--- src/aubd_pkg.sv ---
`timescale 1ns / 1ps
`default_nettype none
// ============================================================================
// aubd_pkg: shared types and constants of the access-unit boundary detector
// Holds NAL unit type codes and the structs passed between the parser and
// the front end and top level.
// ============================================================================
package aubd_pkg;

	localparam logic [4:0] NAL_SLICE_MIN = 5'd1;
	localparam logic [4:0] NAL_IDR       = 5'd5;
	localparam logic [4:0] NAL_SPS       = 5'd7;
	localparam logic [4:0] NAL_PPS       = 5'd8;

	localparam logic [7:0] EMU_BYTE      = 8'h03;

	// Result of one NAL unit.
	typedef struct packed {
		logic [4:0]  unit_type;
		logic [1:0]  ref_priority;
		logic        starts_frame;
		logic        closed_frame_key;
		logic        is_slice;
		logic [15:0] picture_width;
		logic [15:0] picture_height;
	} aubd_result_t;

	// Parser hands a payload bank back to the front end.
	typedef struct packed {
		logic vld;
		logic bank;
	} aubd_release_t;

endpackage : aubd_pkg
`default_nettype wire

--- src/aubd_parse.sv ---
`timescale 1ns / 1ps
`default_nettype none
// ============================================================================
// aubd_parse: bit-serial header parser and frame-boundary decision
// Reads the payload of one unit a bit at a time, decodes Exp-Golomb and
// fixed fields of SPS and slice headers, and registers one result.
// ============================================================================
module aubd_parse #(
	parameter int HEADER_BYTES = 2048
) (
	input  wire                              clk,
	input  wire                              arst_n,
	input  wire                              job_vld,
	input  wire [7:0]                        job_head,
	input  wire [$clog2(HEADER_BYTES)-1:0]   job_len,
	input  wire                              job_bank,
	output logic                             job_pop,
	output logic [$clog2(HEADER_BYTES):0]    rd_addr,
	input  wire [7:0]                        rd_data,
	output aubd_pkg::aubd_release_t          release_bank,
	output logic                             out_valid,
	input  wire                              out_ready,
	output aubd_pkg::aubd_result_t           result
);

	localparam int LW = $clog2(HEADER_BYTES);

	typedef enum logic [5:0] {
		S_IDLE, S_PROFILE, S_CONSTR, S_SPSID, S_CHROMA, S_BDL, S_BDC, S_BYPASS,
		S_SMFLAG, S_SLFLAG, S_SLDELTA, S_LOG2FN, S_POCTYPE, S_LOG2POC, S_P1FLAG,
		S_P1OFF1, S_P1OFF2, S_P1CYC, S_P1LOOP, S_NREF, S_GAPS, S_WID, S_HGT,
		S_MBSONLY, S_MBAFF, S_D8, S_CROPF, S_CL, S_CR, S_CT, S_CB, S_SPSEND,
		S_FMB, S_STYPE, S_PPSID, S_FN, S_IDR, S_POC, S_FINISH
	} state_t;

	state_t st_q;

	// Current job.
	logic [7:0]    head_q;
	logic [LW-1:0] len_q;
	logic          bank_q;
	logic          start_q;
	logic          oldkey_q;

	// Bit source.
	logic [LW-1:0] bidx_q;
	logic [2:0]    bitpos_q;
	logic [7:0]    byte_q;
	logic          bvld_q;
	logic          rdpend_q;

	// Field reader.
	logic          rd_act_q;
	logic          rd_pre_q;
	logic          rd_ue_q;
	logic [5:0]    rd_cnt_q;
	logic [32:0]   rd_acc_q;
	logic          rd_done_q;
	logic [32:0]   rd_val_q;

	// Persistent stream state.
	logic          pend_q;
	logic          key_q;
	logic [4:0]    prevtype_q;
	logic          prevv_q;
	logic [15:0]   fn_q;
	logic          fnv_q;
	logic [15:0]   idr_q;
	logic          idrv_q;
	logic [15:0]   poc_q;
	logic          pocv_q;
	logic [4:0]    fnbits_q;
	logic [1:0]    pocmode_q;
	logic [4:0]    pocw_q;
	logic [15:0]   wst_q;
	logic [15:0]   hst_q;

	// SPS scratch.
	logic                prof_hi_q;
	logic [2:0]          sl_i_q;
	logic [5:0]          sl_j_q;
	logic [7:0]          sl_last_q;
	logic [8:0]          cyc_q;
	logic signed [39:0]  w_q;
	logic signed [39:0]  h_q;

	logic          out_vld_q;
	aubd_pkg::aubd_result_t res_q;

	logic          past_end;
	logic          bit_ok;
	logic          bit_v;
	logic          take;
	logic          job_start;
	logic          need_rd;
	logic          rd_start;
	logic          op_ue;
	logic [4:0]    op_n;
	logic [32:0]   acc_sh;
	logic [32:0]   acc_fin;
	logic [4:0]    cur_type;
	logic          cur_slice;
	logic          out_free;
	logic [7:0]    se8;
	logic [7:0]    sl_next;
	logic          sl_end;
	logic [15:0]   idr_v;

	function automatic logic [15:0] clamp16(input logic signed [39:0] v);
		logic [15:0] r;
		if (v[39]) begin
			r = 16'd0;
		end else if (|v[38:16]) begin
			r = 16'hffff;
		end else begin
			r = v[15:0];
		end
		return r;
	endfunction

	assign cur_type  = head_q[4:0];
	assign cur_slice = (cur_type >= aubd_pkg::NAL_SLICE_MIN) && (cur_type <= aubd_pkg::NAL_IDR);
	assign out_free  = !out_vld_q || out_ready;

	assign past_end = !(bidx_q < len_q);
	assign bit_ok   = past_end || bvld_q;
	assign bit_v    = !past_end && byte_q[3'd7 - bitpos_q];
	assign take     = rd_act_q && bit_ok;
	assign rd_addr  = {bank_q, bidx_q};

	assign job_start = (st_q == S_IDLE) && job_vld;
	assign job_pop   = job_start;

	assign release_bank.vld  = (st_q == S_FINISH) && out_free;
	assign release_bank.bank = bank_q;

	assign need_rd  = (st_q != S_IDLE) && (st_q != S_SPSEND) && (st_q != S_FINISH);
	assign rd_start = need_rd && !rd_act_q && !rd_done_q;

	assign acc_sh  = {rd_acc_q[31:0], bit_v};
	assign acc_fin = rd_ue_q ? acc_sh - 33'd1 : acc_sh;

	// Low byte of a signed Exp-Golomb value.
	assign se8     = rd_val_q[0] ? rd_val_q[8:1] + 8'd1 : 8'd0 - rd_val_q[8:1];
	assign sl_next = sl_last_q + se8;
	assign sl_end  = (sl_next == 8'd0) ||
		(sl_j_q == ((sl_i_q < 3'd6) ? 6'd15 : 6'd63));
	assign idr_v   = (rd_val_q > 33'd65535) ? 16'hffff : rd_val_q[15:0];

	always_comb begin
		op_ue = 1'b1;
		op_n  = 5'd0;
		case (st_q)
			S_PROFILE: begin
				op_ue = 1'b0;
				op_n  = 5'd8;
			end
			S_CONSTR: begin
				op_ue = 1'b0;
				op_n  = 5'd16;
			end
			S_BYPASS, S_SMFLAG, S_SLFLAG, S_P1FLAG, S_GAPS, S_MBSONLY, S_MBAFF,
			S_D8, S_CROPF: begin
				op_ue = 1'b0;
				op_n  = 5'd1;
			end
			S_FN: begin
				op_ue = 1'b0;
				op_n  = fnbits_q;
			end
			S_POC: begin
				op_ue = 1'b0;
				op_n  = pocw_q;
			end
			default: begin
				op_ue = 1'b1;
				op_n  = 5'd0;
			end
		endcase
	end

	// Bit source: one payload byte at a time from the bank RAM.
	always_ff @(posedge clk or negedge arst_n) begin
		if (!arst_n) begin
			bidx_q   <= '0;
			bitpos_q <= 3'd0;
			bvld_q   <= 1'b0;
			rdpend_q <= 1'b0;
			byte_q   <= 8'd0;
		end else if (job_start) begin
			bidx_q   <= '0;
			bitpos_q <= 3'd0;
			bvld_q   <= 1'b0;
			rdpend_q <= 1'b0;
		end else begin
			if (rdpend_q) begin
				byte_q   <= rd_data;
				bvld_q   <= 1'b1;
				rdpend_q <= 1'b0;
			end else if (!bvld_q && !past_end) begin
				rdpend_q <= 1'b1;
			end
			if (take && !past_end) begin
				bitpos_q <= bitpos_q + 3'd1;
				if (bitpos_q == 3'd7) begin
					bvld_q <= 1'b0;
					bidx_q <= bidx_q + LW'(1);
				end
			end
		end
	end

	// Field reader: fixed-width and unsigned Exp-Golomb reads.
	always_ff @(posedge clk or negedge arst_n) begin
		if (!arst_n) begin
			rd_act_q  <= 1'b0;
			rd_pre_q  <= 1'b0;
			rd_ue_q   <= 1'b0;
			rd_cnt_q  <= 6'd0;
			rd_acc_q  <= 33'd0;
			rd_done_q <= 1'b0;
			rd_val_q  <= 33'd0;
		end else begin
			rd_done_q <= 1'b0;
			if (rd_start) begin
				rd_ue_q <= op_ue;
				if (op_ue) begin
					rd_act_q <= 1'b1;
					rd_pre_q <= 1'b1;
					rd_cnt_q <= 6'd0;
				end else if (op_n == 5'd0) begin
					rd_done_q <= 1'b1;
					rd_val_q  <= 33'd0;
				end else begin
					rd_act_q <= 1'b1;
					rd_pre_q <= 1'b0;
					rd_cnt_q <= {1'b0, op_n};
					rd_acc_q <= 33'd0;
				end
			end else if (take) begin
				if (rd_pre_q) begin
					if (bit_v) begin
						if (rd_cnt_q == 6'd0) begin
							rd_act_q  <= 1'b0;
							rd_done_q <= 1'b1;
							rd_val_q  <= 33'd0;
						end else begin
							rd_pre_q <= 1'b0;
							rd_acc_q <= 33'd1;
						end
					end else if (rd_cnt_q == 6'd31) begin
						// Prefix capped at 32 zeros: suffix follows directly.
						rd_cnt_q <= 6'd32;
						rd_pre_q <= 1'b0;
						rd_acc_q <= 33'd1;
					end else begin
						rd_cnt_q <= rd_cnt_q + 6'd1;
					end
				end else begin
					rd_acc_q <= acc_sh;
					rd_cnt_q <= rd_cnt_q - 6'd1;
					if (rd_cnt_q == 6'd1) begin
						rd_act_q  <= 1'b0;
						rd_done_q <= 1'b1;
						rd_val_q  <= acc_fin;
					end
				end
			end
		end
	end

	// Syntax sequencer and registered result.
	always_ff @(posedge clk or negedge arst_n) begin
		if (!arst_n) begin
			st_q       <= S_IDLE;
			head_q     <= 8'd0;
			len_q      <= '0;
			bank_q     <= 1'b0;
			start_q    <= 1'b0;
			oldkey_q   <= 1'b0;
			pend_q     <= 1'b0;
			key_q      <= 1'b0;
			prevtype_q <= 5'd0;
			prevv_q    <= 1'b0;
			fn_q       <= 16'd0;
			fnv_q      <= 1'b0;
			idr_q      <= 16'd0;
			idrv_q     <= 1'b0;
			poc_q      <= 16'd0;
			pocv_q     <= 1'b0;
			fnbits_q   <= 5'd0;
			pocmode_q  <= 2'd3;
			pocw_q     <= 5'd0;
			wst_q      <= 16'd0;
			hst_q      <= 16'd0;
			prof_hi_q  <= 1'b0;
			sl_i_q     <= 3'd0;
			sl_j_q     <= 6'd0;
			sl_last_q  <= 8'd0;
			cyc_q      <= 9'd0;
			w_q        <= '0;
			h_q        <= '0;
			out_vld_q  <= 1'b0;
			res_q      <= '0;
		end else begin
			if (out_vld_q && out_ready) begin
				out_vld_q <= 1'b0;
			end
			case (st_q)
				S_IDLE: begin
					if (job_vld) begin
						head_q   <= job_head;
						len_q    <= job_len;
						bank_q   <= job_bank;
						oldkey_q <= key_q;
						start_q  <= (job_head[4:0] == aubd_pkg::NAL_SPS) ||
							(job_head[4:0] == aubd_pkg::NAL_PPS);
						if (job_head[4:0] == aubd_pkg::NAL_SPS) begin
							st_q <= S_PROFILE;
						end else if (job_head[4:0] >= aubd_pkg::NAL_SLICE_MIN &&
							job_head[4:0] <= aubd_pkg::NAL_IDR) begin
							st_q <= S_FMB;
						end else begin
							st_q <= S_FINISH;
						end
					end
				end
				S_SPSEND: begin
					wst_q <= clamp16(w_q);
					hst_q <= clamp16(h_q);
					st_q  <= S_FINISH;
				end
				S_FINISH: begin
					if (out_free) begin
						out_vld_q              <= 1'b1;
						res_q.unit_type        <= cur_type;
						res_q.ref_priority     <= head_q[6:5];
						res_q.starts_frame     <= start_q && pend_q;
						res_q.closed_frame_key <= start_q && pend_q && oldkey_q;
						res_q.is_slice         <= cur_slice;
						res_q.picture_width    <= wst_q;
						res_q.picture_height   <= hst_q;
						if (cur_slice) begin
							pend_q <= 1'b1;
						end else if (start_q) begin
							pend_q <= 1'b0;
						end
						prevtype_q <= cur_type;
						prevv_q    <= 1'b1;
						st_q       <= S_IDLE;
					end
				end
				default: begin
					if (rd_done_q) begin
						case (st_q)
							S_PROFILE: begin
								prof_hi_q <= (rd_val_q[7:0] >= 8'd100);
								st_q      <= S_CONSTR;
							end
							S_CONSTR:  st_q <= S_SPSID;
							S_SPSID:   st_q <= prof_hi_q ? S_CHROMA : S_LOG2FN;
							S_CHROMA:  st_q <= S_BDL;
							S_BDL:     st_q <= S_BDC;
							S_BDC:     st_q <= S_BYPASS;
							S_BYPASS:  st_q <= S_SMFLAG;
							S_SMFLAG: begin
								sl_i_q <= 3'd0;
								st_q   <= rd_val_q[0] ? S_SLFLAG : S_LOG2FN;
							end
							S_SLFLAG: begin
								if (rd_val_q[0]) begin
									sl_last_q <= 8'd8;
									sl_j_q    <= 6'd0;
									st_q      <= S_SLDELTA;
								end else if (sl_i_q == 3'd7) begin
									st_q <= S_LOG2FN;
								end else begin
									sl_i_q <= sl_i_q + 3'd1;
								end
							end
							S_SLDELTA: begin
								sl_last_q <= sl_next;
								if (sl_end) begin
									if (sl_i_q == 3'd7) begin
										st_q <= S_LOG2FN;
									end else begin
										sl_i_q <= sl_i_q + 3'd1;
										st_q   <= S_SLFLAG;
									end
								end else begin
									sl_j_q <= sl_j_q + 6'd1;
								end
							end
							S_LOG2FN: begin
								fnbits_q <= (rd_val_q > 33'd12) ? 5'd16 :
									{1'b0, rd_val_q[3:0]} + 5'd4;
								st_q <= S_POCTYPE;
							end
							S_POCTYPE: begin
								pocmode_q <= (rd_val_q > 33'd2) ? 2'd2 : rd_val_q[1:0];
								if (rd_val_q == 33'd0) begin
									st_q <= S_LOG2POC;
								end else if (rd_val_q == 33'd1) begin
									st_q <= S_P1FLAG;
								end else begin
									st_q <= S_NREF;
								end
							end
							S_LOG2POC: begin
								pocw_q <= (rd_val_q > 33'd12) ? 5'd16 :
									{1'b0, rd_val_q[3:0]} + 5'd4;
								st_q <= S_NREF;
							end
							S_P1FLAG:  st_q <= S_P1OFF1;
							S_P1OFF1:  st_q <= S_P1OFF2;
							S_P1OFF2:  st_q <= S_P1CYC;
							S_P1CYC: begin
								cyc_q <= (rd_val_q > 33'd256) ? 9'd256 : rd_val_q[8:0];
								st_q  <= (rd_val_q == 33'd0) ? S_NREF : S_P1LOOP;
							end
							S_P1LOOP: begin
								cyc_q <= cyc_q - 9'd1;
								if (cyc_q == 9'd1) begin
									st_q <= S_NREF;
								end
							end
							S_NREF:    st_q <= S_GAPS;
							S_GAPS:    st_q <= S_WID;
							S_WID: begin
								w_q  <= $signed(({7'd0, rd_val_q} + 40'd1) << 4);
								st_q <= S_HGT;
							end
							S_HGT: begin
								h_q  <= $signed(({7'd0, rd_val_q} + 40'd1) << 4);
								st_q <= S_MBSONLY;
							end
							S_MBSONLY: st_q <= rd_val_q[0] ? S_D8 : S_MBAFF;
							S_MBAFF:   st_q <= S_D8;
							S_D8:      st_q <= S_CROPF;
							S_CROPF:   st_q <= rd_val_q[0] ? S_CL : S_SPSEND;
							S_CL: begin
								w_q  <= w_q - $signed({6'd0, rd_val_q, 1'b0});
								st_q <= S_CR;
							end
							S_CR: begin
								w_q  <= w_q - $signed({6'd0, rd_val_q, 1'b0});
								st_q <= S_CT;
							end
							S_CT: begin
								h_q  <= h_q - $signed({6'd0, rd_val_q, 1'b0});
								st_q <= S_CB;
							end
							S_CB: begin
								h_q  <= h_q - $signed({6'd0, rd_val_q, 1'b0});
								st_q <= S_SPSEND;
							end
							S_FMB:     st_q <= S_STYPE;
							S_STYPE: begin
								if (rd_val_q inside {33'd0, 33'd1, 33'd3, 33'd5, 33'd6,
									33'd8}) begin
									key_q <= 1'b0;
								end else if (rd_val_q inside {33'd2, 33'd4, 33'd7,
									33'd9}) begin
									key_q <= (cur_type == aubd_pkg::NAL_IDR);
								end
								st_q <= S_PPSID;
							end
							S_PPSID:   st_q <= S_FN;
							S_FN: begin
								if (!fnv_q || rd_val_q[15:0] != fn_q) begin
									start_q <= 1'b1;
								end
								fn_q  <= rd_val_q[15:0];
								fnv_q <= 1'b1;
								if (cur_type == aubd_pkg::NAL_IDR) begin
									st_q <= S_IDR;
								end else begin
									st_q <= (pocmode_q == 2'd0) ? S_POC : S_FINISH;
								end
							end
							S_IDR: begin
								if (prevv_q && prevtype_q == aubd_pkg::NAL_IDR &&
									(!idrv_q || idr_q != idr_v)) begin
									start_q <= 1'b1;
								end
								idr_q  <= idr_v;
								idrv_q <= 1'b1;
								st_q   <= (pocmode_q == 2'd0) ? S_POC : S_FINISH;
							end
							S_POC: begin
								if (!pocv_q || rd_val_q[15:0] != poc_q) begin
									start_q <= 1'b1;
								end
								poc_q  <= rd_val_q[15:0];
								pocv_q <= 1'b1;
								st_q   <= S_FINISH;
							end
							default: st_q <= S_IDLE;
						endcase
					end
				end
			endcase
		end
	end

	assign out_valid = out_vld_q;
	assign result    = res_q;

endmodule : aubd_parse
`default_nettype wire

--- config.mk ---
export PLATFORM = sky130hd
export DESIGN_NAME = aubd_parse
export DESIGN_NICKNAME = d
export VERILOG_FILES = /design/src/aubd_pkg.sv /design/src/aubd_parse.sv
export SDC_FILE = /design/constraint.sdc
export NUM_CORES = 1
export LEC_CHECK = 0
export BUFFER_PORTS_ARGS = -buffer_cell sky130_fd_sc_hd__buf_4
export CAP_MARGIN = 20
export CORE_MARGIN = 3
export CORE_UTILIZATION = 50
export CTS_CLUSTER_DIAMETER = 120
export DETAILED_ROUTE_END_ITERATION = 12
export PLACE_DENSITY = 0.7
export SLEW_MARGIN = 20
export SYNTH_ARGS = -nofsm -noshare
export SYNTH_HDL_FRONTEND = slang
export SYNTH_SLANG_ARGS = --single-unit
--- constraint.sdc ---
create_clock -name clk -period 10.9 [get_ports clk]
set_input_delay 0.545 -clock clk [delete_from_list [all_inputs] [get_ports clk]]
set_output_delay 0.545 -clock clk [all_outputs]
set_load 0.005 [all_outputs]
# ---- Word level (Yosys, flattened, before mapping)
# Cells that the tools add are included.
dict set report op_classes {
  addsub 16
  magnitude_cmp 12
  n_reduce_logical 89
  n_eq_ne 83
  bitwise_logic 3
  mux 120
}
# operator n
set op_table {}
lappend op_table {{2-to-1 mux 33 bit} 9}
lappend op_table {{2-to-1 mux 32 bit} 8}
lappend op_table {{case mux 6 bit (36 select lines)} 1}
lappend op_table {{case mux 40 bit (2 select lines)} 2}
lappend op_table {{== test 33 x 3 -> 1 bit (second input constant)} 4}
lappend op_table {{2-to-1 mux 6 bit} 18}
lappend op_table {{== test 6 x 5 -> 1 bit (second input constant)} 17}
lappend op_table {{2-to-1 mux 16 bit} 5}
lappend op_table {{subtractor 40 x 35 -> 40 bit} 2}
lappend op_table {{== test 33 x 2 -> 1 bit (second input constant)} 2}
lappend op_table {{== test 33 x 4 -> 1 bit (second input constant)} 2}
lappend op_table {{== test 6 x 4 -> 1 bit (second input constant)} 8}
lappend op_table {{inequality test 16 bit} 3}
lappend op_table {{2-to-1 mux 1 bit} 46}
lappend op_table {{OR reduction 23 bit} 2}
lappend op_table {{== test 6 bit (second input constant)} 7}
lappend op_table {{AND reduction 3 bit} 12}
lappend op_table {{adder 33 x 1 -> 34 bit (second input constant)} 1}
lappend op_table {{== test 33 x 1 -> 1 bit (second input constant)} 1}
lappend op_table {{greater-than comparator 33 x 16 -> 1 bit (second input constant)} 1}
lappend op_table {{greater-than comparator 33 x 2 -> 1 bit (second input constant)} 1}
lappend op_table {{greater-than comparator 33 x 4 -> 1 bit (second input constant)} 1}
lappend op_table {{greater-than comparator 33 x 9 -> 1 bit (second input constant)} 1}
lappend op_table {{zero test 33 bit} 1}
lappend op_table {{other kinds (72)} 168}
dict set report totals {
  input_bits 32
  register_bits 374
}

# ---- Depth between registers and ports, before layout
dict set report depth {
  word_depth 10
  ltp_mapped 17
  ltp_nobuf 16
}

# ---- Worst setup path after synthesis
# No wires, ideal clock.
dict set report synth_timing {
  kind {register to register}
  from {reg rd_val_q[3]}
  to {reg sl_j_q[5]}
  arrival_time_ns 3.680
  path_buffers 1
  required_time_ns 10.822
  path_slack_ns 7.143
  period_less_slack_ns 3.757
  path_stages_with_launch 16
  cell_sequence {dfrtp_1 > buf_1 > clkinv_1 > ha_1 > nand2b_1 > a22oi_1 > xnor2_1 > ha_1 > o21ai_0 > a21boi_0 > o21ai_0 > nor3b_1 > o211ai_1 > nand2b_1 > or4_1 > a21oi_1}
}
dict set report synth_between {
  elab_chain_cells 7
}
# item line
set synth_lines {}
lappend synth_lines {{from (decl)} aubd_parse.sv:59} ;# logic [32:0] rd_val_q;
lappend synth_lines {{from (signal assigned)} aubd_parse.sv:265} ;# rd_val_q <= acc_fin;
lappend synth_lines {{subtractor 1 x 8 -> 8 bit or adder 8 x 1 -> 8 bit (tied branches)} aubd_parse.sv:144} ;# assign se8 = rd_val_q[0] ? rd_val_q[8:1] + 8'd1 : 8'd0 - rd_val_q[8:1];
lappend synth_lines {{2-to-1 mux 8 bit *} aubd_parse.sv:144}
lappend synth_lines {{adder 8 bit *} aubd_parse.sv:145} ;# assign sl_next = sl_last_q + se8;
lappend synth_lines {{zero test 8 bit *} aubd_parse.sv:146} ;# assign sl_end = (sl_next == 8'd0) ||
lappend synth_lines {{logical OR 1 bit *} aubd_parse.sv:146}
lappend synth_lines {{inequality test 2 bit (no line) *} n/a}
lappend synth_lines {{AND reduction 5 bit (no line) *} n/a}
lappend synth_lines {{to (signal assigned)} aubd_parse.sv:391} ;# sl_j_q <= sl_j_q + 6'd1;
lappend synth_lines {{to (decl)} aubd_parse.sv:81} ;# logic [5:0] sl_j_q;
# Mark *: on every way between the ends. The rest lies on a longest branch, timed or not.
# A chain may end at the register's enable or synchronous reset.

# ---- Worst setup path in the final report
dict set report layout_timing {
  from {reg st_q[2]}
  to {reg w_q[32]}
}
dict set report layout_between {
  elab_chain_cells 4
}
# item line
set layout_lines {}
lappend layout_lines {{from (decl)} aubd_parse.sv:36} ;# state_t st_q;
lappend layout_lines {{from (signal assigned)} aubd_parse.sv:361} ;# S_SPSID: st_q <= prof_hi_q ? S_CHROMA : S_LOG2FN;
lappend layout_lines {{from (signal assigned)} aubd_parse.sv:368} ;# st_q <= rd_val_q[0] ? S_SLFLAG : S_LOG2FN;
lappend layout_lines {{== test 6 x 5 -> 1 bit, or another cell as far along} aubd_parse.sv:355} ;# case (st_q)
lappend layout_lines {{OR reduction 2 bit (no line) or OR reduction 3 bit (tied branches)} n/a}
lappend layout_lines {{nonzero test 2 bit (no line) or NOT 1 bit (tied branches)} n/a}
lappend layout_lines {{AND reduction 3 bit (no line)} n/a}
lappend layout_lines {{to (signal assigned)} aubd_parse.sv:430} ;# w_q <= $signed(({7'd0, rd_val_q} + 40'd1) << 4);
lappend layout_lines {{to (signal assigned)} aubd_parse.sv:442} ;# w_q <= w_q - $signed({6'd0, rd_val_q, 1'b0});
lappend layout_lines {{to (signal assigned)} aubd_parse.sv:446} ;# w_q <= w_q - $signed({6'd0, rd_val_q, 1'b0});
lappend layout_lines {{to (decl)} aubd_parse.sv:84} ;# logic signed [39:0] w_q;
# Several ways; a longest one is shown, not always the timed one.

==> results.py <==
metrics = {
    "run_status": {
        "status": "finished with violations",
        "violations": "hold timing",
    },
    "global_routing": {
        "grt_pass1_vias": 19842,
        "grt_max_degree": 162,
        "grt_first_pass_wirelength_mm": 109,
        "grtUsageTotal_pct": 27.1,
        "globalRoute.totalOverflow": 0,
        "antenna_found_initial": 0,
    },
    "synth": {
        "yosys.area.top_type": "dfrtp_1",
        "synth_top_family_by_area": "simple AND/OR/NAND/NOR gates",
        "yosysTopAreaCellShare_pct": 39.7,
        "syn_area_sq_um": 23300,
        "ys_seq_elements": 372,
        "synth_fp_nets": 2885,
        "yosys-top-cells-count": "nand2_1 (424), dfrtp_1 (370), nor2_1 (271)",
        "synthDistinctLibCells": 93,
        "synth_edf_count": 0,
        "yosysMostFrequentCell": "nand2_1",
        "synthCells": 2740,
        "synth_ff_type": "dfrtp_1",
        "async_reset_ff_share_pct": 100,
        "synth_xor_area_share_pct": 6.23,
        "synthMuxAreaShare_pct": 3.37,
        "synthAdderAreaFrac_pct": 6.16,
        "synth-simple-area-share_pct": 21.5,
        "ys_warn_count": 0,
        "seq_area_frac_synth_pct": 39.9,
        "syn_area_per_cell_sq_um": 8.51,
        "synth-compound-area-share_pct": 18.6,
        "synthTopCellsByArea": "dfrtp_1 (40%), nand2_1 (6.8%), ha_1 (5.9%), xnor2_1 (4.5%), nor2_1 (4.4%)",
    },
    "pwr": {
        "p_per_area_nw_per_um2": 323,
        "power_mw": 8.34,
        "ir_drop_uv": 219,
        "p_leak_nw": 11.9,
    },
    "sta": {
        "max_freq_mhz": 207,
        "hold_viol": 9,
        "final.setup_skew_ns": 0.0238,
        "layout_min_cycle_time_ns": 4.83,
        "fin_ws_ns": 6.07,
        "hold_ws_ns": -0.0253,
        "setup_viol": 0,
        "rsz0062_at_grt": "no",
        "tns_ns": 0,
        "maxSlewViolCount": 0,
        "fin_crit_sh_pct": 44.3,
        "maxSlewHeadroom_pct": 23.5,
        "worst_pin_slew_ns": 1.15,
    },
    "place": {
        "preCtsSetupSlack_ns": 6.20,
        "place_area_sq_um": 24400,
        "hpwl_mm": 48.7,
        "gp_congestion": 0.958,
        "io_buffers": 88,
    },
    "cts": {
        "htree_levels": 2,
        "cts_tree": "done",
        "cts_max_path_buffers": 3,
        "clockRootBuffer": "clkbuf_16",
        "cts_setup_buffers": 0,
        "clock-sinks": 372,
        "insertion_delay_ns": 0.58,
        "ctsHoldBuffers": 0,
        "ctsResizeCount": 0,
        "cts_buffers": 41,
        "cts.clk_slew.worst_paths_ns": 0.07,
    },
    "finish": {
        "nets": 2909,
        "drive_gt1_share_pct": 9.28,
        "antenna_cells": 0,
        "post-route-util_pct": 56.4,
        "fin_area_sq_um": 25800,
        "areaGrowthSynthToFinish_pct": 10.7,
    },
    "drt": {
        "drt_first_pass_iters": 5,
        "drt_iter0_drc": 2189,
        "ant_nets": 0,
        "wire_per_inst_um": 20.1,
        "drt-total-wl_mm": 68.2,
        "vias_per_cell": 6.13,
        "drc_errors": 0,
        "vias": 20808,
    },
    "floorplanning": {
        "fp.dieH_um": 222,
        "fp.coreArea_sq_um": 45800,
        "fp.dieW_um": 222,
        "io_pins": 90,
        "num_rows": 78,
        "start_util_pct": 51.0,
        "die_area_sq_um": 49300,
    },
    "setup_path": {
        "cp.required_ns": 11.34,
        "r2r_slack_ns": 6.07,
        "arrival_ns": 5.27,
        "path_class": "register to register",
        "crit_fanout": 25,
        "endpoint_kind": "register",
        "cp-start-kind": "register",
    },
    "job": {
        "drv_cap": 0,
    },
    "min_path": {
        "hold_path.class": "input pin to asynchronous set/reset pin",
    },
}
## cell usage in the layout (no fill, tap or decap), drive strengths merged, types with 17 or more instances in the layout
| cell | synthesis | layout |
|---|---|---|
| ha | 110 | 110 |
| mux2i | 29 | 29 |
| nor2 | 272 | 272 |
| mux2 | 36 | 36 |
| nand2 | 424 | 424 |
| clkbuf | 95 | 60 |
| and3 | 17 | 17 |
| nand3 | 79 | 79 |
| nand4 | 43 | 43 |
| buf | 45 | 121 |
| xnor2 | 119 | 119 |
| a31oi | 24 | 24 |
| a21o | 39 | 39 |
| nor3 | 80 | 80 |
| nor4 | 40 | 40 |
| o211ai | 17 | 17 |
| inv | 103 | 104 |
| xor2 | 47 | 47 |
| dfrtp | 370 | 370 |
| a21oi | 187 | 187 |
| a211oi | 25 | 25 |
| o31ai | 43 | 43 |
| nand2b | 32 | 32 |
| o21ai | 186 | 186 |
| nor2b | 18 | 18 |
| o22ai | 45 | 45 |
## worst max-delay path, stage by stage, from the launching register on
cell,delay (ns)
dfrtp_1,0.83
inv_1,0.26
nor3_1,0.32
o211a_1,0.96
nand2_1,0.75
nand2_1,0.79
buf_4,0.39
o21ai_0,0.13
a21oi_1,0.13
a31oi_1,0.09
## layer usage
layer	track usage, %	up-vias	share of wire (%)
met1	38.5	10121	45
met5	0	-	0
li1	-	9760	-
met3	3.24	171	6.1
met4	11.5	0	4.1
met2	42.0	756	45
## registers in the layout, indices dropped and copies added, names as in the netlist, 8 cells and up
signal,cells
hst_q,16
cyc_q,9
h_q,39
poc_q,16
byte_q,8
wst_q,16
rd_val_q,33
len_q,11
w_q,39
fn_q,16
result,42
sl_last_q,8
rd_acc_q,32
bidx_q,11
idr_q,16
## metrics by stage
step,hold slack (ns),std cells
after detailed placement,0.448,3320
after global placement,0.437,3320
after floorplan,0.249,2740
after CTS,0.0170,3391
final,-0.0253,3392
after global routing,0.0494,3392
## cells by family after synthesis
family,Yosys count
XOR/XNOR,166
multiplexers,67
buffers and inverters,247
AO/OA/AOI/OAI,685
adder cells (fa/ha/maj),113
AND/OR/NAND/NOR,1090
flip-flops,372
## worst paths after layout
| check | cells past startpoint | to | startpoint |
|---|---|---|---|
| worst min register to register | 1 | rdpend_q$_DFF_PN0_ | rdpend_q$_DFF_PN0_ |
| worst max-delay path | 9 | w_q[32]$_DFFE_PN0P_ | st_q[2]$_DFFE_PN0P_ |
| min in group clk | 3 | head_q[5]$_DFFE_PN0P_ | job_head[5] |
| worst max register to register | 9 | w_q[32]$_DFFE_PN0P_ | st_q[2]$_DFFE_PN0P_ |
| max in group asynchronous | 2 | rd_acc_q[27]$_DFFE_PN0P_ | arst_n |
| worst min-delay path | 1 | head_q[3]$_DFFE_PN0P_ | arst_n |
## final cells by class
cell class              count  area, sq um
clock buffers              60         1200
clock inverters            11          186
fillers                  4100        20000
inverters                 107          402
multi-input cells        2121        13000
flip-flops and latches    372         9310
well taps                 600          751
repair buffers            121          936
## report_power, final
part / switching (mW) / internal (mW) / leakage (nW)
combinational: 3.08 / 1.90 / 6.18
sequential: 0.300 / 1.59 / 5.05
clock: 0.585 / 0.880 / 0.677
(Power assumes the default switching activity.)
